$ cat config.mk
export PLATFORM = sky130hd
export DESIGN_NAME = local_interrupt_timer_registers_flat
export DESIGN_NICKNAME = d
export VERILOG_FILES = /design/src/rtl/lit_pkg.sv /design/src/rtl/lit_if.sv /design/src/rtl/lit_core.sv /design/src/rtl/local_interrupt_timer_registers.sv /design/src/flat_wrapper.sv
export VERILOG_INCLUDE_DIRS = /design/src /design/src/rtl
export SDC_FILE = /design/constraint.sdc
export NUM_CORES = 1
export LEC_CHECK = 0
export BUFFER_PORTS_ARGS = -buffer_cell sky130_fd_sc_hd__buf_2
export CAP_MARGIN = 10
export CORE_MARGIN = 2
export CORE_UTILIZATION = 55
export CTS_CLUSTER_SIZE = 8
export DETAILED_ROUTE_END_ITERATION = 10
export GPL_ROUTABILITY_DRIVEN = 1
export PLACE_DENSITY = 0.75
export SLEW_MARGIN = 20
export SYNTH_ARGS = -nofsm -noshare
export SYNTH_HDL_FRONTEND = slang
export SYNTH_SLANG_ARGS = --single-unit
$ cat constraint.sdc
create_clock -name clk -period 5.5 [get_ports clk]
set_clock_uncertainty 0.15 [all_clocks]
set_input_delay 0.825 -clock clk [delete_from_list [all_inputs] [get_ports clk]]
set_output_delay 0.825 -clock clk [all_outputs]
set_load 0.02 [all_outputs]
$ cat src/rtl/local_interrupt_timer_registers_defines.svh
// assertion helpers for the local interrupt timer block
`ifndef LOCAL_INTERRUPT_TIMER_REGISTERS_DEFINES_SVH
`define LOCAL_INTERRUPT_TIMER_REGISTERS_DEFINES_SVH

// checked only outside reset
`define LIT_ASSERT_ON(name, prop, msg) \
  name: assert property (@(posedge clk) disable iff (rst) prop) else $error(msg);

// checked on every edge, reset included
`define LIT_ASSERT_ALWAYS(name, prop, msg) \
  name: assert property (@(posedge clk) prop) else $error(msg);

`endif

$ cat src/rtl/lit_pkg.sv
package lit_pkg;

  localparam int COUNT_WIDTH = 32;

  typedef enum logic [1:0] {
    CMD_READ  = 2'd0,
    CMD_WRITE = 2'd1,
    CMD_TICK  = 2'd2
  } cmd_code_t;

  localparam logic [5:0] IDX_ID   = 6'h02;
  localparam logic [5:0] IDX_TPR  = 6'h08;
  localparam logic [5:0] IDX_SVR  = 6'h0F;
  localparam logic [5:0] IDX_LVT  = 6'h32;
  localparam logic [5:0] IDX_INIT = 6'h38;
  localparam logic [5:0] IDX_CUR  = 6'h39;
  localparam logic [5:0] IDX_DIV  = 6'h3E;

  localparam int LVT_MASK_BIT     = 16;
  localparam int LVT_PERIODIC_BIT = 17;
  localparam int SVR_ENABLE_BIT   = 8;

  typedef struct packed {
    cmd_code_t   command;
    logic [5:0]  reg_index;
    logic [31:0] write_data;
  } cmd_t;

  typedef struct packed {
    logic [31:0] read_data;
    logic        irq_valid;
    logic [7:0]  irq_vector;
  } result_t;

  // divide register bits 3,1,0 select 2..128, all ones selects 1
  function automatic logic [7:0] divisor(logic [3:0] code);
    logic [2:0] sel;
    sel = {code[3], code[1:0]};
    if (sel == 3'd7) divisor = 8'd1;
    else divisor = 8'd2 << sel;
  endfunction

endpackage

$ cat src/rtl/lit_if.sv
interface lit_cmd_if;
  logic        valid;
  logic        ready;
  logic [1:0]  command;
  logic [5:0]  reg_index;
  logic [31:0] write_data;
  modport source (output valid, command, reg_index, write_data, input ready);
  modport sink (input valid, command, reg_index, write_data, output ready);
endinterface

interface lit_rsp_if;
  logic        valid;
  logic        ready;
  logic [31:0] read_data;
  logic        irq_valid;
  logic [7:0]  irq_vector;
  modport source (output valid, read_data, irq_valid, irq_vector, input ready);
  modport sink (input valid, read_data, irq_valid, irq_vector, output ready);
endinterface

interface lit_cfg_if;
  logic       valid;
  logic       ready;
  logic [7:0] data;
  modport source (output valid, data, input ready);
  modport sink (input valid, data, output ready);
endinterface

$ cat src/rtl/lit_core.sv
module lit_core (
  input  logic             clk,
  input  logic             rst,
  input  logic             step,
  input  lit_pkg::cmd_t    beat,
  input  logic [7:0]       unit_id,
  output lit_pkg::result_t result
);

  logic [7:0]                     timer_vector, timer_vector_next;
  logic                           timer_masked, timer_masked_next;
  logic                           timer_periodic, timer_periodic_next;
  logic [lit_pkg::COUNT_WIDTH-1:0] initial_count, initial_count_next;
  logic [lit_pkg::COUNT_WIDTH-1:0] current_count, current_count_next;
  logic [lit_pkg::COUNT_WIDTH-1:0] count_dec;
  logic [3:0]                     divide_code, divide_code_next;
  logic [6:0]                     prescale_count, prescale_count_next;
  logic [7:0]                     spurious_vector, spurious_vector_next;
  logic                           unit_enabled, unit_enabled_next;
  logic [7:0]                     task_priority, task_priority_next;
  logic [7:0]                     prescale_inc;

  assign prescale_inc = {1'b0, prescale_count} + 8'd1;
  assign count_dec    = current_count - {{(lit_pkg::COUNT_WIDTH-1){1'b0}}, 1'b1};

  always_comb begin
    timer_vector_next    = timer_vector;
    timer_masked_next    = timer_masked;
    timer_periodic_next  = timer_periodic;
    initial_count_next   = initial_count;
    current_count_next   = current_count;
    divide_code_next     = divide_code;
    prescale_count_next  = prescale_count;
    spurious_vector_next = spurious_vector;
    unit_enabled_next    = unit_enabled;
    task_priority_next   = task_priority;
    result               = '0;
    case (beat.command)
      lit_pkg::CMD_READ: begin
        case (beat.reg_index)
          lit_pkg::IDX_ID:   result.read_data = {unit_id, 24'd0};
          lit_pkg::IDX_TPR:  result.read_data = {24'd0, task_priority};
          lit_pkg::IDX_SVR: begin
            result.read_data = {23'd0, unit_enabled, spurious_vector};
          end
          lit_pkg::IDX_LVT: begin
            result.read_data = {14'd0, timer_periodic, timer_masked, 8'd0, timer_vector};
          end
          lit_pkg::IDX_INIT: result.read_data = 32'(initial_count);
          lit_pkg::IDX_CUR:  result.read_data = 32'(current_count);
          lit_pkg::IDX_DIV:  result.read_data = {28'd0, divide_code};
          default:           result.read_data = '0;
        endcase
      end
      lit_pkg::CMD_WRITE: begin
        case (beat.reg_index)
          lit_pkg::IDX_TPR: task_priority_next = beat.write_data[7:0];
          lit_pkg::IDX_SVR: begin
            spurious_vector_next = beat.write_data[7:0];
            unit_enabled_next    = beat.write_data[lit_pkg::SVR_ENABLE_BIT];
          end
          lit_pkg::IDX_LVT: begin
            timer_vector_next   = beat.write_data[7:0];
            timer_masked_next   = beat.write_data[lit_pkg::LVT_MASK_BIT];
            timer_periodic_next = beat.write_data[lit_pkg::LVT_PERIODIC_BIT];
          end
          lit_pkg::IDX_INIT: begin
            initial_count_next  = beat.write_data[lit_pkg::COUNT_WIDTH-1:0];
            current_count_next  = beat.write_data[lit_pkg::COUNT_WIDTH-1:0];
            prescale_count_next = '0;
          end
          lit_pkg::IDX_DIV: begin
            divide_code_next = {beat.write_data[3], 1'b0, beat.write_data[1:0]};
          end
          default: ;
        endcase
      end
      lit_pkg::CMD_TICK: begin
        if (current_count != '0) begin
          if (prescale_inc >= lit_pkg::divisor(divide_code)) begin
            prescale_count_next = '0;
            current_count_next  = count_dec;
            if (count_dec == '0) begin
              if (!timer_masked && unit_enabled) begin
                result.irq_valid  = 1'b1;
                result.irq_vector = timer_vector;
              end
              if (timer_periodic) current_count_next = initial_count;
            end
          end else begin
            prescale_count_next = prescale_inc[6:0];
          end
        end
      end
      default: ;
    endcase
  end

  always_ff @(posedge clk) begin
    if (rst) begin
      timer_vector    <= '0;
      timer_masked    <= 1'b1;
      timer_periodic  <= 1'b0;
      initial_count   <= '0;
      current_count   <= '0;
      divide_code     <= '0;
      prescale_count  <= '0;
      spurious_vector <= 8'hFF;
      unit_enabled    <= 1'b0;
      task_priority   <= '0;
    end else if (step) begin
      timer_vector    <= timer_vector_next;
      timer_masked    <= timer_masked_next;
      timer_periodic  <= timer_periodic_next;
      initial_count   <= initial_count_next;
      current_count   <= current_count_next;
      divide_code     <= divide_code_next;
      prescale_count  <= prescale_count_next;
      spurious_vector <= spurious_vector_next;
      unit_enabled    <= unit_enabled_next;
      task_priority   <= task_priority_next;
    end
  end

endmodule

$ cat src/rtl/local_interrupt_timer_registers.sv
// path: a beat accepted into the input register is offered from the result register
// throughput: one beat per cycle while rsp.ready stays high, set by the input register
//   feeding the register file and timer logic straight into the result register
// reset: synchronous, clears both stage valids and puts every register-file register at
//   its documented value (lvt masked, svr vector 0xff, counts zero)
`include "local_interrupt_timer_registers_defines.svh"

module local_interrupt_timer_registers (
  input logic      clk,
  input logic      rst,
  lit_cmd_if.sink  cmd,
  lit_rsp_if.source rsp,
  lit_cfg_if.sink  cfg
);

  // input stage
  logic             in_valid;
  lit_pkg::cmd_t    in_beat;
  // result stage
  logic             out_valid;
  lit_pkg::result_t out_result;
  lit_pkg::result_t core_result;

  logic       advance;
  logic [7:0] unit_id;

  // the input stage moves on whenever the result register is free or drains
  assign advance   = in_valid && (!out_valid || rsp.ready);
  assign cmd.ready = !in_valid || advance;

  // configuration is taken every cycle
  assign cfg.ready = 1'b1;

  always_ff @(posedge clk) begin
    if (rst) begin
      unit_id <= '0;
    end else if (cfg.valid) begin
      unit_id <= cfg.data;
    end
  end

  always_ff @(posedge clk) begin
    if (rst) begin
      in_valid <= 1'b0;
    end else if (cmd.ready) begin
      in_valid <= cmd.valid;
    end
  end

  // payload, no reset needed
  always_ff @(posedge clk) begin
    if (cmd.valid && cmd.ready) begin
      in_beat.command    <= lit_pkg::cmd_code_t'(cmd.command);
      in_beat.reg_index  <= cmd.reg_index;
      in_beat.write_data <= cmd.write_data;
    end
  end

  // register file and timer; state commits only when the beat moves on
  lit_core u_core (
    .clk     (clk),
    .rst     (rst),
    .step    (advance),
    .beat    (in_beat),
    .unit_id (unit_id),
    .result  (core_result)
  );

  always_ff @(posedge clk) begin
    if (rst) begin
      out_valid <= 1'b0;
    end else if (advance) begin
      out_valid <= 1'b1;
    end else if (rsp.ready) begin
      out_valid <= 1'b0;
    end
  end

  always_ff @(posedge clk) begin
    if (advance) begin
      out_result <= core_result;
    end
  end

  assign rsp.valid      = out_valid;
  assign rsp.read_data  = out_result.read_data;
  assign rsp.irq_valid  = out_result.irq_valid;
  assign rsp.irq_vector = out_result.irq_vector;

  // an interrupt only comes from a tick, which never carries read data
  `LIT_ASSERT_ON(a_irq_no_data,
                 rsp.valid && rsp.irq_valid |-> rsp.read_data == 32'd0,
                 "irq beat carries read data")
  // back pressure on the input only when both stages hold a beat
  `LIT_ASSERT_ON(a_stall_full,
                 !cmd.ready |-> in_valid && out_valid && !rsp.ready,
                 "input stalled with a free stage")
  // nothing is offered right after reset
  `LIT_ASSERT_ALWAYS(a_reset_empty,
                     $past(rst) |-> !rsp.valid && !in_valid,
                     "pipeline not empty after reset")

endmodule

$ cat src/flat_wrapper.sv
// flat-port wrapper written by rule: the top's interface ports become plain ports
module local_interrupt_timer_registers_flat 
  (clk, rst, cmd_valid, cmd_command, cmd_reg_index, cmd_write_data, cmd_ready, rsp_valid, rsp_read_data, rsp_irq_valid, rsp_irq_vector, rsp_ready, cfg_valid, cfg_data, cfg_ready);
  lit_cmd_if cmd_i ();
  lit_rsp_if rsp_i ();
  lit_cfg_if cfg_i ();
  input logic clk;
  input logic rst;
  input wire logic [$bits(cmd_i.valid)-1:0] cmd_valid;
  input wire logic [$bits(cmd_i.command)-1:0] cmd_command;
  input wire logic [$bits(cmd_i.reg_index)-1:0] cmd_reg_index;
  input wire logic [$bits(cmd_i.write_data)-1:0] cmd_write_data;
  output wire logic [$bits(cmd_i.ready)-1:0] cmd_ready;
  output wire logic [$bits(rsp_i.valid)-1:0] rsp_valid;
  output wire logic [$bits(rsp_i.read_data)-1:0] rsp_read_data;
  output wire logic [$bits(rsp_i.irq_valid)-1:0] rsp_irq_valid;
  output wire logic [$bits(rsp_i.irq_vector)-1:0] rsp_irq_vector;
  input wire logic [$bits(rsp_i.ready)-1:0] rsp_ready;
  input wire logic [$bits(cfg_i.valid)-1:0] cfg_valid;
  input wire logic [$bits(cfg_i.data)-1:0] cfg_data;
  output wire logic [$bits(cfg_i.ready)-1:0] cfg_ready;
  assign cmd_i.valid = cmd_valid;
  assign cmd_i.command = cmd_command;
  assign cmd_i.reg_index = cmd_reg_index;
  assign cmd_i.write_data = cmd_write_data;
  assign cmd_ready = cmd_i.ready;
  assign rsp_valid = rsp_i.valid;
  assign rsp_read_data = rsp_i.read_data;
  assign rsp_irq_valid = rsp_i.irq_valid;
  assign rsp_irq_vector = rsp_i.irq_vector;
  assign rsp_i.ready = rsp_ready;
  assign cfg_i.valid = cfg_valid;
  assign cfg_i.data = cfg_data;
  assign cfg_ready = cfg_i.ready;
  local_interrupt_timer_registers u_core (.clk(clk), .rst(rst), .cmd(cmd_i), .rsp(rsp_i), .cfg(cfg_i));
endmodule
==> out/summary.txt, run 1 <==
Outcome -> completed
Crit path time final -> 3.85 ns
CTS root buffer -> clkbuf_16
Top cell by count, worst path -> or4_1
Relative slew slack -> 26.6%
Area share of and/or/nand/nor cells after synthesis -> 19.6%
Setup Fix Bufs, Post-CTS -> 0
Full die area -> 0.0173 sq mm
PwrDens -> 313 mW/mm^2
Total CTS buffers -> 17
RR Endpoint -> u_core.rsp.irq_vector[5]
ANT cells -> 0
Tot GR Track Use -> 24.9%
Initial antenna violation count -> 0
GPL Wtd Cong -> 0.908
Hold Path Stages -> 2
Highest achievable clock rate -> 0.260 GHz
Seq/Total Area, Yosys -> 52.1%
Routed Antenna Nets -> 0
Iter 0 DRT Violations -> 733
Die Height -> 131 microns
Largest net degree at the start of global routing -> 72
Ys async rst share -> 0%
HP Class -> flop to flop
Tcrit/Tclk final -> 70.0%
Vias in the first global route -> 6632
Routed vias -> 7161
Largest family of logic cells by synthesized area -> simple AND/OR/NAND/NOR gates
Peak VDD IR -> 225 uV
Crit path largest cell delay -> 0.72 ns
CTS tree -> built
Core Rows -> 46
Share of layout cells above drive strength 1 -> 16.3%
Final Hold Vio Count -> 0
Initial core utilization -> 56.2%
Synth area leaders -> edfxtp_1, dfxtp_1, nand2_1, mux2i_1, nor2_1
Slew Limit Fails -> 0
Leakage power -> 3.51 nW
IO Port Bufs -> 95
# resized after CTS -> 0
Dpl hpwl -> 14.0 mm
Die extent in x -> 131 microns
Post-synth top cells -> nand2_1, dfxtp_1, nor2_1
Critical path data required time -> 5.65 ns
DR pass1 iterations -> 6
Post-CTS Hold Fix Bufs -> 0
R2R setup slack -> 1.65 ns
Crit path capture type -> flop
Mux contribution to synthesized area -> 4.37%
Cell taking the most area after synthesis -> edfxtp_1
Area Overhead vs Synth -> 12.3%
Synth Area in Adders -> 1.68%
Worst-skew pair later-pin latency -> 0.43 ns
Slowest CP cell -> or4_1
Post-synth EDFFs -> 81
Cell Chain, Critical Path -> or4_1, nor3_2, xor2_1, or4_1, or4b_1, nor4_1, and3_1, and2_1
Clk slew on worst S/H paths -> 0.07 ns
Ports -> 97
Global-route wire length before repair -> 34.9 mm
Final #Nets -> 1010
WS Path Type -> flop to flop
CP max FO -> 9
Area of the mapped netlist -> 0.00893 sq mm
Clk buf depth -> 2
Top-area cell type share of the netlist area -> 27.2%
Worst R2R Path Depth -> 8
Setup TNS -> 0 ns
Avg Cell Area, Syn -> 9.95 sq um
Maxcap violations -> 0
Util after Layout -> 63.1%
R2R Path Start -> u_core.u_core.current_count[0]
RSZ-0062 raised after global routing -> no
Slew @ Worst Pin -> 1.09 ns
Compound-gate portion of the synthesized area -> 14.6%
Synthesized flop and latch total -> 192
Hold worst-path end -> u_core.u_core.spurious_vector[2]
Overflow after GRT -> 0
Post-synthesis xor/xnor area fraction -> 3.43%
Drt wl/cell -> 18.2 microns
Startpoint Class -> flop
CTS sink cnt -> 192
DRC violations left -> 0
Synth cell types -> 63
Most frequent cell after synthesis -> nand2_1
Prevailing post-synth register cell -> dfxtp_1
Post-Synthesis Net Count -> 962
Hold path start -> u_core.u_core.spurious_vector[2]
Critical path arrival -> 4.00 ns
Final setup fails -> 0
Vias/cell -> 6.10
Synthesis Warnings -> 0
Drt total wl -> 21.4 mm
Core Box Area -> 0.0159 sq mm
Post-Syn Instances -> 897
Critical Path Start -> u_core.u_core.current_count[0]
Tot Pwr -> 0.00314 W
H-tree depth -> 4
[where the power goes]
group          total, W  internal, W  switching (W)
Combinational  0.000330     0.000128       0.000202
Sequential      0.00157      0.00153      0.0000409
Clock           0.00124     0.000720       0.000520
Total           0.00314      0.00237       0.000763
[routing by layer]
metal	track usage (%)	routed length, microns	share of wire (%)
met2	39.4	10000	47
met1	34.9	9700	45
met4	7.85	304	1.4
met3	4.82	1370	6.4
met5	0	0	0
[placed cells by master (no fill, tap or decap), types with 6 or more instances in the layout]
cell | netlist | layout
nand2_1 | 128 | 128
clkbuf_16 | 0 | 17
buf_4 | 1 | 11
a31oi_1 | 28 | 28
xor2_1 | 15 | 15
o221ai_1 | 29 | 29
nand3b_1 | 7 | 7
and2_1 | 9 | 8
nor3_1 | 20 | 20
nand2b_1 | 9 | 9
dfxtp_1 | 111 | 111
and3_1 | 10 | 10
a22oi_1 | 27 | 27
o21ai_0 | 7 | 7
xnor2_1 | 20 | 20
or3_1 | 6 | 6
a211oi_1 | 8 | 8
a222oi_1 | 16 | 16
mux2i_1 | 39 | 39
or4_1 | 6 | 6
nor4_1 | 13 | 11
ha_1 | 12 | 12
buf_2 | 12 | 95
a21oi_1 | 53 | 53
nor2_1 | 87 | 86
edfxtp_1 | 81 | 81
nand3_1 | 15 | 15
nand4_1 | 9 | 9
[how the worst max path moves through the flow]
stage	end	cells past startpoint	slack, ns
6_report	u_core.rsp.irq_vector[5]	8	1.65
2_1_floorplan	u_core.u_core.current_count[18]	8	1.10
5_1_grt	u_core.rsp.irq_vector[5]	8	1.41
3_3_place_gp	u_core.rsp.irq_vector[6]	8	1.76
3_5_place_dp	u_core.rsp.irq_vector[0]	8	1.63
4_1_cts	u_core.rsp.irq_vector[5]	8	1.60
[critical path, delay by kind of cell (launching register included)]
kind	cells	cell delay, ns
simple gates	7	3.03
flops	1	0.40
xor+xnor	1	0.12
[final cells by class]
class	instances	area, sq um
Fill cell	1301	5860
Inverter	4	15.0
Sequential cell	192	4650
Tap cell	216	270
Multi-Input combinational cell	624	3940
Clock inverter	11	140
Timing Repair Buffer	106	558
Clock buffer	20	447
[cells by family (layout without fill, tap and decap cells)]
family | Yosys count | in the layout
buf+inv | 81 | 141
simple gates | 352 | 352
other cells | 1 | 1
xor+xnor | 35 | 35
fa+ha+maj | 12 | 12
compound gates | 185 | 185
mux | 39 | 39
flops | 192 | 192
[state kept, by name, summed over array words and instances (netlist names)]
signal	flops
u_core.u_core.current_count	32
u_core.u_core.prescale_count	7
u_core.u_core.task_priority	8
u_core.rsp.valid	1
u_core.u_core.spurious_vector	8
u_core.u_core.initial_count	32
u_core.u_core.timer_masked	1
u_core.u_core.timer_periodic	1
u_core.unit_id	8
u_core.rsp.irq_vector	8
u_core.in_valid	1
u_core.u_core.divide_code	3
u_core.rsp.irq_valid	1
u_core.rsp.read_data	32
u_core.u_core.unit_enabled	1
u_core.in_beat	40
u_core.u_core.timer_vector	8
[stage by stage]
stage,setup WS [ns],instances,cell area [sq um],hold slack (ns)
floorplan,1.10,897,8930,0.292
detailed placement,1.63,1142,9440,0.311
CTS,1.60,1173,10000,0.329
global route,1.41,1173,10000,0.345
finish,1.65,1173,10000,0.332
global placement,1.76,1142,9430,0.303
Note: power is estimated with default switching activity, not from simulation.
==> run 2, diff against run 1 <==
- ABC_AREA: unset -> 1
- clock period: 5.5 -> 3.8 ns (I/O delays scaled with it)
==> run 2 against run 1 <==
Compared with the run above: synthesized cell count is 44% higher; die area is 11% higher; total power is 58% higher; register-to-register slack worse by 1.3 ns; design area is 12% higher; first-iteration DRC count is 16% higher; via count is 29% higher; critical path depth is 7 higher.
==> out/summary.txt, run 2 <==
Post-synth EDFFs -> 81 (unchanged)
Length of routed met2 wiring -> 13.0 mm (was 10.0 mm)
WHS -> 0.154 ns (was 0.332 ns)
Maxcap violations -> 0 (unchanged)
Post-CTS Hold Fix Bufs -> 0 (unchanged)
Util after Layout -> 62.9% (was 63.1%)
RSZ-0062 raised after global routing -> no (unchanged)
Prevailing post-synth register cell -> dfxtp_1 (unchanged)
Initial antenna violation count -> 0 (unchanged)
Share of total power in the clock network -> 37.2% (was 39.5%)
CTS root buffer -> clkbuf_16 (unchanged)
Synth cell types -> 44 (was 63)
Commonest non-fill, non-tap cell in the layout -> nand2_1 (unchanged)
Crit path capture type -> flop (unchanged)
WL met1 -> 13.0 mm (was 9.70 mm)
Cell Int Power -> 0.00346 W (was 0.00237 W)
Routed vias -> 9267 (was 7161)
Switching fraction of total power -> 30.1% (was 24.3%)
Crit path time final -> 3.44 ns (was 3.85 ns)
Seq/Total Area, Yosys -> 46.9% (was 52.1%)
IO Port Bufs -> 95 (unchanged)
Slew @ Worst Pin -> 0.902 ns (was 1.09 ns)
Final #Nets -> 1437 (was 1010)
Crit path largest cell delay -> 0.41 ns (was 0.72 ns)
Post-synth top cells -> nand2_1, inv_1, a21oi_1 (was nand2_1, dfxtp_1, nor2_1)
Ys async rst share -> 0% (unchanged)
Slowest CP cell -> dfxtp_1 (was or4_1)
PwrDens -> 441 mW/mm^2 (was 313 mW/mm^2)
Register area -> 0.00465 sq mm (unchanged)
Final setup fails -> 0 (unchanged)
Drt total wl -> 28.7 mm (was 21.4 mm)
Commonest cells after routing, fill and taps aside -> nand2_1, inv_1, a21oi_1, nor2_1, o21ai_0 (was nand2_1, dfxtp_1, buf_2, nor2_1, edfxtp_1)
Initial core utilization -> 55.6% (was 56.2%)
Peak VDD IR -> 483 uV (was 225 uV)
Largest register FFs -> 40 (unchanged)
H-tree depth -> 4 (unchanged)
Overflow after GRT -> 0 (unchanged)
Area occupied by multi-input gates -> 0.00446 sq mm (was 0.00394 sq mm)
Clk buf depth -> 2 (unchanged)
Tot Pwr -> 0.00495 W (was 0.00314 W)
CTS sink cnt -> 192 (unchanged)
Reg with most FFs -> u_core.in_beat (unchanged)
Die Height -> 138 microns (was 131 microns)
Global-route wire length before repair -> 45.8 mm (was 34.9 mm)
Synth area leaders -> edfxtp_1, dfxtp_1, nand2_1, a21oi_1, o21ai_0 (was edfxtp_1, dfxtp_1, nand2_1, mux2i_1, nor2_1)
Relative slew slack -> 39.7% (was 26.6%)
R2R Path Start -> u_core.u_core.prescale_count[0] (was u_core.u_core.current_count[0])
Hold path start -> cmd_write_data[23] (was u_core.u_core.spurious_vector[2])
Post-Synthesis Net Count -> 1356 (was 962)
Vias in the first global route -> 8659 (was 6632)
Slew Limit Fails -> 0 (unchanged)
ANT cells -> 0 (unchanged)
Tcrit/Tclk final -> 90.5% (was 70.0%)
Flop pwr share -> 45.6% (was 49.9%)
Core Box Area -> 0.0178 sq mm (was 0.0159 sq mm)
Final Hold Vio Count -> 0 (unchanged)
Synthesis Warnings -> 0 (unchanged)
Core Rows -> 49 (was 46)
Fill cell count -> 1620 (was 1301)
Setup TNS -> 0 ns (unchanged)
Clk slew on worst S/H paths -> 0.07 ns (about the same)
Met3 Routed Length -> 2.31 mm (was 1.37 mm)
Synthesized flop and latch total -> 192 (unchanged)
CTS tree -> built (unchanged)
DR pass1 iterations -> 5 (was 6)
Iter 0 DRT Violations -> 850 (was 733)
Cell taking the most area after synthesis -> edfxtp_1 (unchanged)
Placed Cells -> 1582 (was 1142)
Top-area cell type share of the netlist area -> 24.5% (was 27.2%)
Highest achievable clock rate -> 0.291 GHz (was 0.260 GHz)
P_sw -> 0.00149 W (was 0.000763 W)
Full die area -> 0.0191 sq mm (was 0.0173 sq mm)
Routed Antenna Nets -> 0 (unchanged)
Ports -> 97 (unchanged)
Die extent in x -> 138 microns (was 131 microns)
Outcome -> completed (unchanged)
Most frequent cell after synthesis -> nand2_1 (unchanged)
Drt wl/cell -> 17.8 microns (was 18.2 microns)
DR top layer -> met4 (unchanged)
Total CTS buffers -> 17 (unchanged)
Critical Path Start -> u_core.u_core.prescale_count[0] (was u_core.u_core.current_count[0])
Worst-skew pair later-pin latency -> 0.44 ns (was 0.43 ns)
GPL Wtd Cong -> 0.992 (was 0.908)
Cell Chain, Critical Path -> nand3_1, nor3b_1, xnor2_1, inv_1, ha_1, a21oi_1, nor2_1, a211oi_1, nand3_1, nor2_1, inv_1, nand2_2, inv_2, o21ai_0, a21oi_1 (was or4_1, nor3_2, xor2_1, or4_1, or4b_1, nor4_1, and3_1, and2_1)
Critical path arrival -> 3.60 ns (was 4.00 ns)
HP Class -> input pin to flop (was flop to flop)
Setup Fix Bufs, Post-CTS -> 0 (unchanged)
Vias/cell -> 5.74 (was 6.10)
Startpoint Class -> flop (unchanged)
Critical path data required time -> 3.97 ns (was 5.65 ns)
DRC violations left -> 0 (unchanged)
Area of the mapped netlist -> 0.00993 sq mm (was 0.00893 sq mm)
Post-Syn Instances -> 1291 (was 897)
CP max FO -> 32 (was 9)
Leakage power -> 4.79 nW (was 3.51 nW)
Comb pwr share -> 17.2% (was 10.5%)
# resized after CTS -> 0 (unchanged)
Dpl hpwl -> 20.0 mm (was 14.0 mm)
Fin cells -> 1614 (was 1173)
WS Path Type -> flop to flop (unchanged)
Largest net degree at the start of global routing -> 65 (was 72)
Area Overhead vs Synth -> 13.0% (was 12.3%)
Tot GR Track Use -> 29.9% (was 24.9%)
Avg Cell Area, Syn -> 7.69 sq um (was 9.95 sq um)
Share of layout cells above drive strength 1 -> 15.2% (was 16.3%)
-- run 2: cell types whose count changed after synthesis, sizes merged, moves of 19 or more --
cell,delta
nand2,+181
inv,+138
o21ai,+126
a21oi,+82
nor2,+62
nand4,+40
mux2i,-39
a22oi,-27
o221ai,-27
a31oi,-21
nand3,+21
xnor2,-19
-- run 2: layer usage --
| layer | GRT usage (%) | vias to the layer above |
|---|---|---|
| met3 | 5.75 | 29 |
| li1 | - | 4494 |
| met2 | 47.0 | 414 |
| met5 | 0 | - |
| met4 | 7.36 | 0 |
| met1 | 43.0 | 4330 |
-- run 2: cells by family after synthesis --
group / count (synthesis) / share of synthesized area (%)
buf+inv: 202 / 8.40
flops: 192 / 46.9
other cells: 1 / 0.0378
fa+ha+maj: 12 / 1.51
compound gates: 314 / 16.9
simple gates: 564 / 25.8
xor+xnor: 6 / 0.529
-- run 2: power groups by stage --
| stage | logic [W] | clock network, W | registers (W) |
|---|---|---|---|
| finish | 0.000851 | 0.00184 | 0.00226 |
| global route | 0.000949 | 0.00194 | 0.00226 |
| detailed placement | 0.000832 | 0 | 0.00230 |
| global placement | 0.000821 | 0 | 0.00230 |
| CTS | 0.000838 | 0.00186 | 0.00225 |
| floorplan | 0.000594 | 0 | 0.00231 |
-- run 2: worst paths after layout --
kind,depth (start not counted),slack (ns),to
min,1,0.15,u_core.in_beat[23]
max reg2reg,15,0.36,u_core.u_core.current_count[2]
min reg2reg,2,0.32,u_core.u_core.initial_count[20]
max,15,0.36,u_core.u_core.current_count[2]
-- run 2: critical path, delay by kind of cell, from the launching register on --
family,cells,cell delay (ns)
buffers and inverters,3,0.51
and+or+nand+nor,6,1.10
AOI/OAI and AO/OA,4,0.67
xor gates and xnor gates,1,0.16
adders and majority gates,1,0.31
DFF,1,0.41
-- run 2: layout make-up --
class                           count  share of cell area (%)
Sequential cell                   192                    41.5
Inverter                          147                    4.92
Clock inverter                     12                    1.26
Tap cell                          229                    2.55
Multi-Input combinational cell    897                    39.8
Clock buffer                       20                    4.17
Timing Repair Buffer              117                    5.82
-- run 2: metrics by stage --
step | setup slack [ns] | instance area (sq um)
finish | 0.363 | 11200
global route | 0.0732 | 11200
CTS | 0.409 | 11200
detailed placement | 0.442 | 10600
global placement | 0.588 | 10600
floorplan | 0.603 | 9930
==> run 3, diff against run 2 <==
- CELL_PAD_IN_SITES_DETAIL_PLACEMENT: unset -> 0
- CELL_PAD_IN_SITES_GLOBAL_PLACEMENT: unset -> 1
- CORE_UTILIZATION: 55 -> 44
- PLACE_DENSITY: 0.75 -> unset
- PLACE_DENSITY_LB_ADDON: unset -> 0.1
==> run 3 against run 2 <==
Compared with the run above: cell count is 3.0% higher; total power is 0.85% lower; first-iteration DRC count is 24% lower; critical endpoint is now u_core.u_core.current_count[11]; largest cell class unchanged; largest power group unchanged; highest routed layer unchanged.
==> out/summary.txt, run 3 (synthesis gave the netlist of run 2 again) <==
Dpl hpwl -> 20.2 mm (was 20.0 mm)
Peak VDD IR -> 239 uV (was 483 uV)
Startpoint Class -> flop (unchanged)
Worst R2R Path Depth -> 15 (unchanged)
Crit path time final -> 3.32 ns (was 3.44 ns)
Largest net degree at the start of global routing -> 63 (was 65)
Final setup fails -> 0 (unchanged)
Area occupied by multi-input gates -> 0.00445 sq mm (was 0.00446 sq mm)
Slowest CP cell -> nor2_4 (was dfxtp_1)
Cell Chain, Critical Path -> inv_1, ha_1, nand2_2, nor2_2, nand3_2, o21ai_0, nand2_1, nor2_1, nand2_1, nor2_4, buf_4, nand4_1, nand2_1, nand2_1, a21oi_1 (was nand3_1, nor3b_1, xnor2_1, inv_1, ha_1, a21oi_1, nor2_1, a211oi_1, nand3_1, nor2_1, inv_1, nand2_2, inv_2, o21ai_0, a21oi_1)
Total CTS buffers -> 17 (unchanged)
RSZ-0062 raised after global routing -> no (unchanged)
ANT cells -> 0 (unchanged)
Final Hold Vio Count -> 0 (unchanged)
Maxcap violations -> 0 (unchanged)
Setup Fix Bufs, Post-CTS -> 0 (unchanged)
DRC violations left -> 0 (unchanged)
Final #Nets -> 1435 (was 1437)
Reg with most FFs -> u_core.in_beat (unchanged)
GPL Wtd Cong -> 0.915 (was 0.992)
Share of total power in the clock network -> 37.0% (was 37.2%)
Area Overhead vs Synth -> 12.9% (was 13.0%)
Routed Antenna Nets -> 0 (unchanged)
Initial core utilization -> 45.2% (was 55.6%)
Top cell by count, worst path -> nand2_1
Outcome -> completed (unchanged)
Crit path capture type -> flop (unchanged)
Crit path largest cell delay -> 0.46 ns (was 0.41 ns)
Share of layout cells above drive strength 1 -> 15.1% (was 15.2%)
Worst-skew pair later-pin latency -> 0.45 ns (was 0.44 ns)
Switching fraction of total power -> 30.8% (was 30.1%)
Cell Int Power -> 0.00340 W (was 0.00346 W)
Full die area -> 0.0238 sq mm (was 0.0191 sq mm)
Clk buf depth -> 2 (unchanged)
Core Box Area -> 0.0220 sq mm (was 0.0178 sq mm)
Global-route wire length before repair -> 46.0 mm (was 45.8 mm)
Setup TNS -> 0 ns (unchanged)
R2R Path Start -> u_core.u_core.current_count[0] (was u_core.u_core.prescale_count[0])
Fill cell count -> 2163 (was 1620)
Routed vias -> 8887 (was 9267)
Die extent in x -> 154 microns (was 138 microns)
RR Endpoint -> u_core.u_core.current_count[11] (was u_core.u_core.current_count[2])
DR pass1 iterations -> 6 (was 5)
R2R setup slack -> 0.48 ns (was 0.36 ns)
Util after Layout -> 51.0% (was 62.9%)
Leakage power -> 4.76 nW (was 4.79 nW)
P_sw -> 0.00151 W (was 0.00149 W)
Die Height -> 154 microns (was 138 microns)
Tot GR Track Use -> 24.7% (was 29.9%)
Ports -> 97 (unchanged)
Vias in the first global route -> 8279 (was 8659)
Commonest cells after routing, fill and taps aside -> nand2_1, inv_1, a21oi_1, nor2_1, o21ai_0 (unchanged)
Overflow after GRT -> 0 (unchanged)
Register area -> 0.00465 sq mm (unchanged)
CP max FO -> 20 (was 32)
Commonest non-fill, non-tap cell in the layout -> nand2_1 (unchanged)
Largest register FFs -> 40 (unchanged)
Vias/cell -> 5.34 (was 5.74)
HP Class -> input pin to flop (unchanged)
Initial antenna violation count -> 0 (unchanged)
Slew @ Worst Pin -> 0.991 ns (was 0.902 ns)
Comb pwr share -> 17.1% (was 17.2%)
Highest achievable clock rate -> 0.301 GHz (was 0.291 GHz)
CTS root buffer -> clkbuf_16 (unchanged)
Flop pwr share -> 45.9% (was 45.6%)
Iter 0 DRT Violations -> 644 (was 850)
Hold path start -> cmd_write_data[25] (was cmd_write_data[23])
WHS -> 0.142 ns (was 0.154 ns)
CTS sink cnt -> 192 (unchanged)
Post-CTS Hold Fix Bufs -> 0 (unchanged)
# resized after CTS -> 0 (unchanged)
CP Buf/Inv Count -> 2 (was 3)
Critical path arrival -> 3.54 ns (was 3.60 ns)
Relative slew slack -> 33.9% (was 39.7%)
Clk slew on worst S/H paths -> 0.08 ns (was 0.07 ns)
Hold worst-path end -> u_core.in_beat[25] (was u_core.in_beat[23])
WS Path Type -> flop to flop (unchanged)
CTS tree -> built (unchanged)
PwrDens -> 438 mW/mm^2 (was 441 mW/mm^2)
H-tree depth -> 4 (unchanged)
Drt wl/cell -> 17.5 microns (was 17.8 microns)
Slew Limit Fails -> 0 (unchanged)
Crit path max-delay family -> simple AND/OR/NAND/NOR gates (unchanged)
Hold Path Stages -> 1 (unchanged)
Tcrit/Tclk final -> 87.5% (was 90.5%)
Core Rows -> 54 (was 49)
Drt total wl -> 29.1 mm (was 28.7 mm)
IO Port Bufs -> 95 (unchanged)
Critical path data required time -> 4.02 ns (was 3.97 ns)
## run 3: cell types whose count changed in the layout (fill, tap and decap cells not counted)
cell | before | now
clkinv_1 | 6 | 5
inv_8 | 3 | 4
o41ai_2 | 0 | 1
clkinv_8 | 1 | 0
o41ai_4 | 1 | 0
clkinv_2 | 0 | 3
buf_12 | 1 | 0
buf_4 | 21 | 20
clkbuf_8 | 1 | 0
clkbuf_16 | 18 | 17
## run 3: per-stage QoR
| stage | setup slack [ns] | cell area (sq um) | cells | power, W |
|---|---|---|---|---|
| final | 0.477 | 11200 | 1663 | 0.00491 |
| after global routing | 0.212 | 11200 | 1663 | 0.00513 |
| after CTS | 0.530 | 11200 | 1663 | 0.00495 |
| after detailed placement | 0.572 | 10600 | 1631 | 0.00313 |
| after global placement | 0.609 | 10600 | 1631 | 0.00313 |
| after floorplan | 0.603 | 9930 | 1291 | 0.00290 |
## run 3: worst max-delay path by stage
| stage | from | end | depth (start not counted) |
|---|---|---|---|
| 2_1_floorplan | rsp_ready | u_core.u_core.current_count[10] | 13 |
| 3_3_place_gp | u_core.u_core.current_count[0] | u_core.u_core.current_count[10] | 15 |
| 3_5_place_dp | u_core.u_core.current_count[0] | u_core.u_core.current_count[10] | 15 |
| 4_1_cts | u_core.u_core.current_count[0] | u_core.u_core.current_count[10] | 15 |
| 5_1_grt | u_core.u_core.current_count[0] | u_core.u_core.current_count[13] | 15 |
| 6_report | u_core.u_core.current_count[0] | u_core.u_core.current_count[11] | 15 |
## run 3: power by group through the flow
stage               Combinational [W]  Clock (W)  Sequential, W
finish                       0.000840    0.00181        0.00226
global route                 0.000951    0.00192        0.00226
floorplan                    0.000594          0        0.00231
CTS                          0.000838    0.00186        0.00225
detailed placement           0.000832          0        0.00230
global placement             0.000829          0        0.00230
## run 3: final cells by class
| cell class | count | area share, % |
|---|---|---|
| inverter | 147 | 4.93 |
| multi-input combinational | 897 | 39.7 |
| clock buffer | 18 | 3.83 |
| clock inverter | 14 | 1.31 |
| timing repair buffer | 115 | 5.58 |
| sequential | 192 | 41.5 |
| tap | 280 | 3.13 |
## run 3: routing by layer
| layer | track usage, % | wire length [microns] |
|---|---|---|
| met3 | 4.20 | 1770 |
| met5 | 0 | 0 |
| met2 | 37.9 | 12600 |
| met1 | 36.1 | 14200 |
| met4 | 6.99 | 529 |
## run 3: worst reg2reg max path: stages (launching register included)
cell	delay [ns]
dfxtp_1	0.34
inv_1	0.24
ha_1	0.33
nand2_2	0.08
nor2_2	0.21
nand3_2	0.14
o21ai_0	0.25
nand2_1	0.15
nor2_1	0.12
nand2_1	0.09
nor2_4	0.46
buf_4	0.31
nand4_1	0.10
nand2_1	0.09
nand2_1	0.05
a21oi_1	0.13
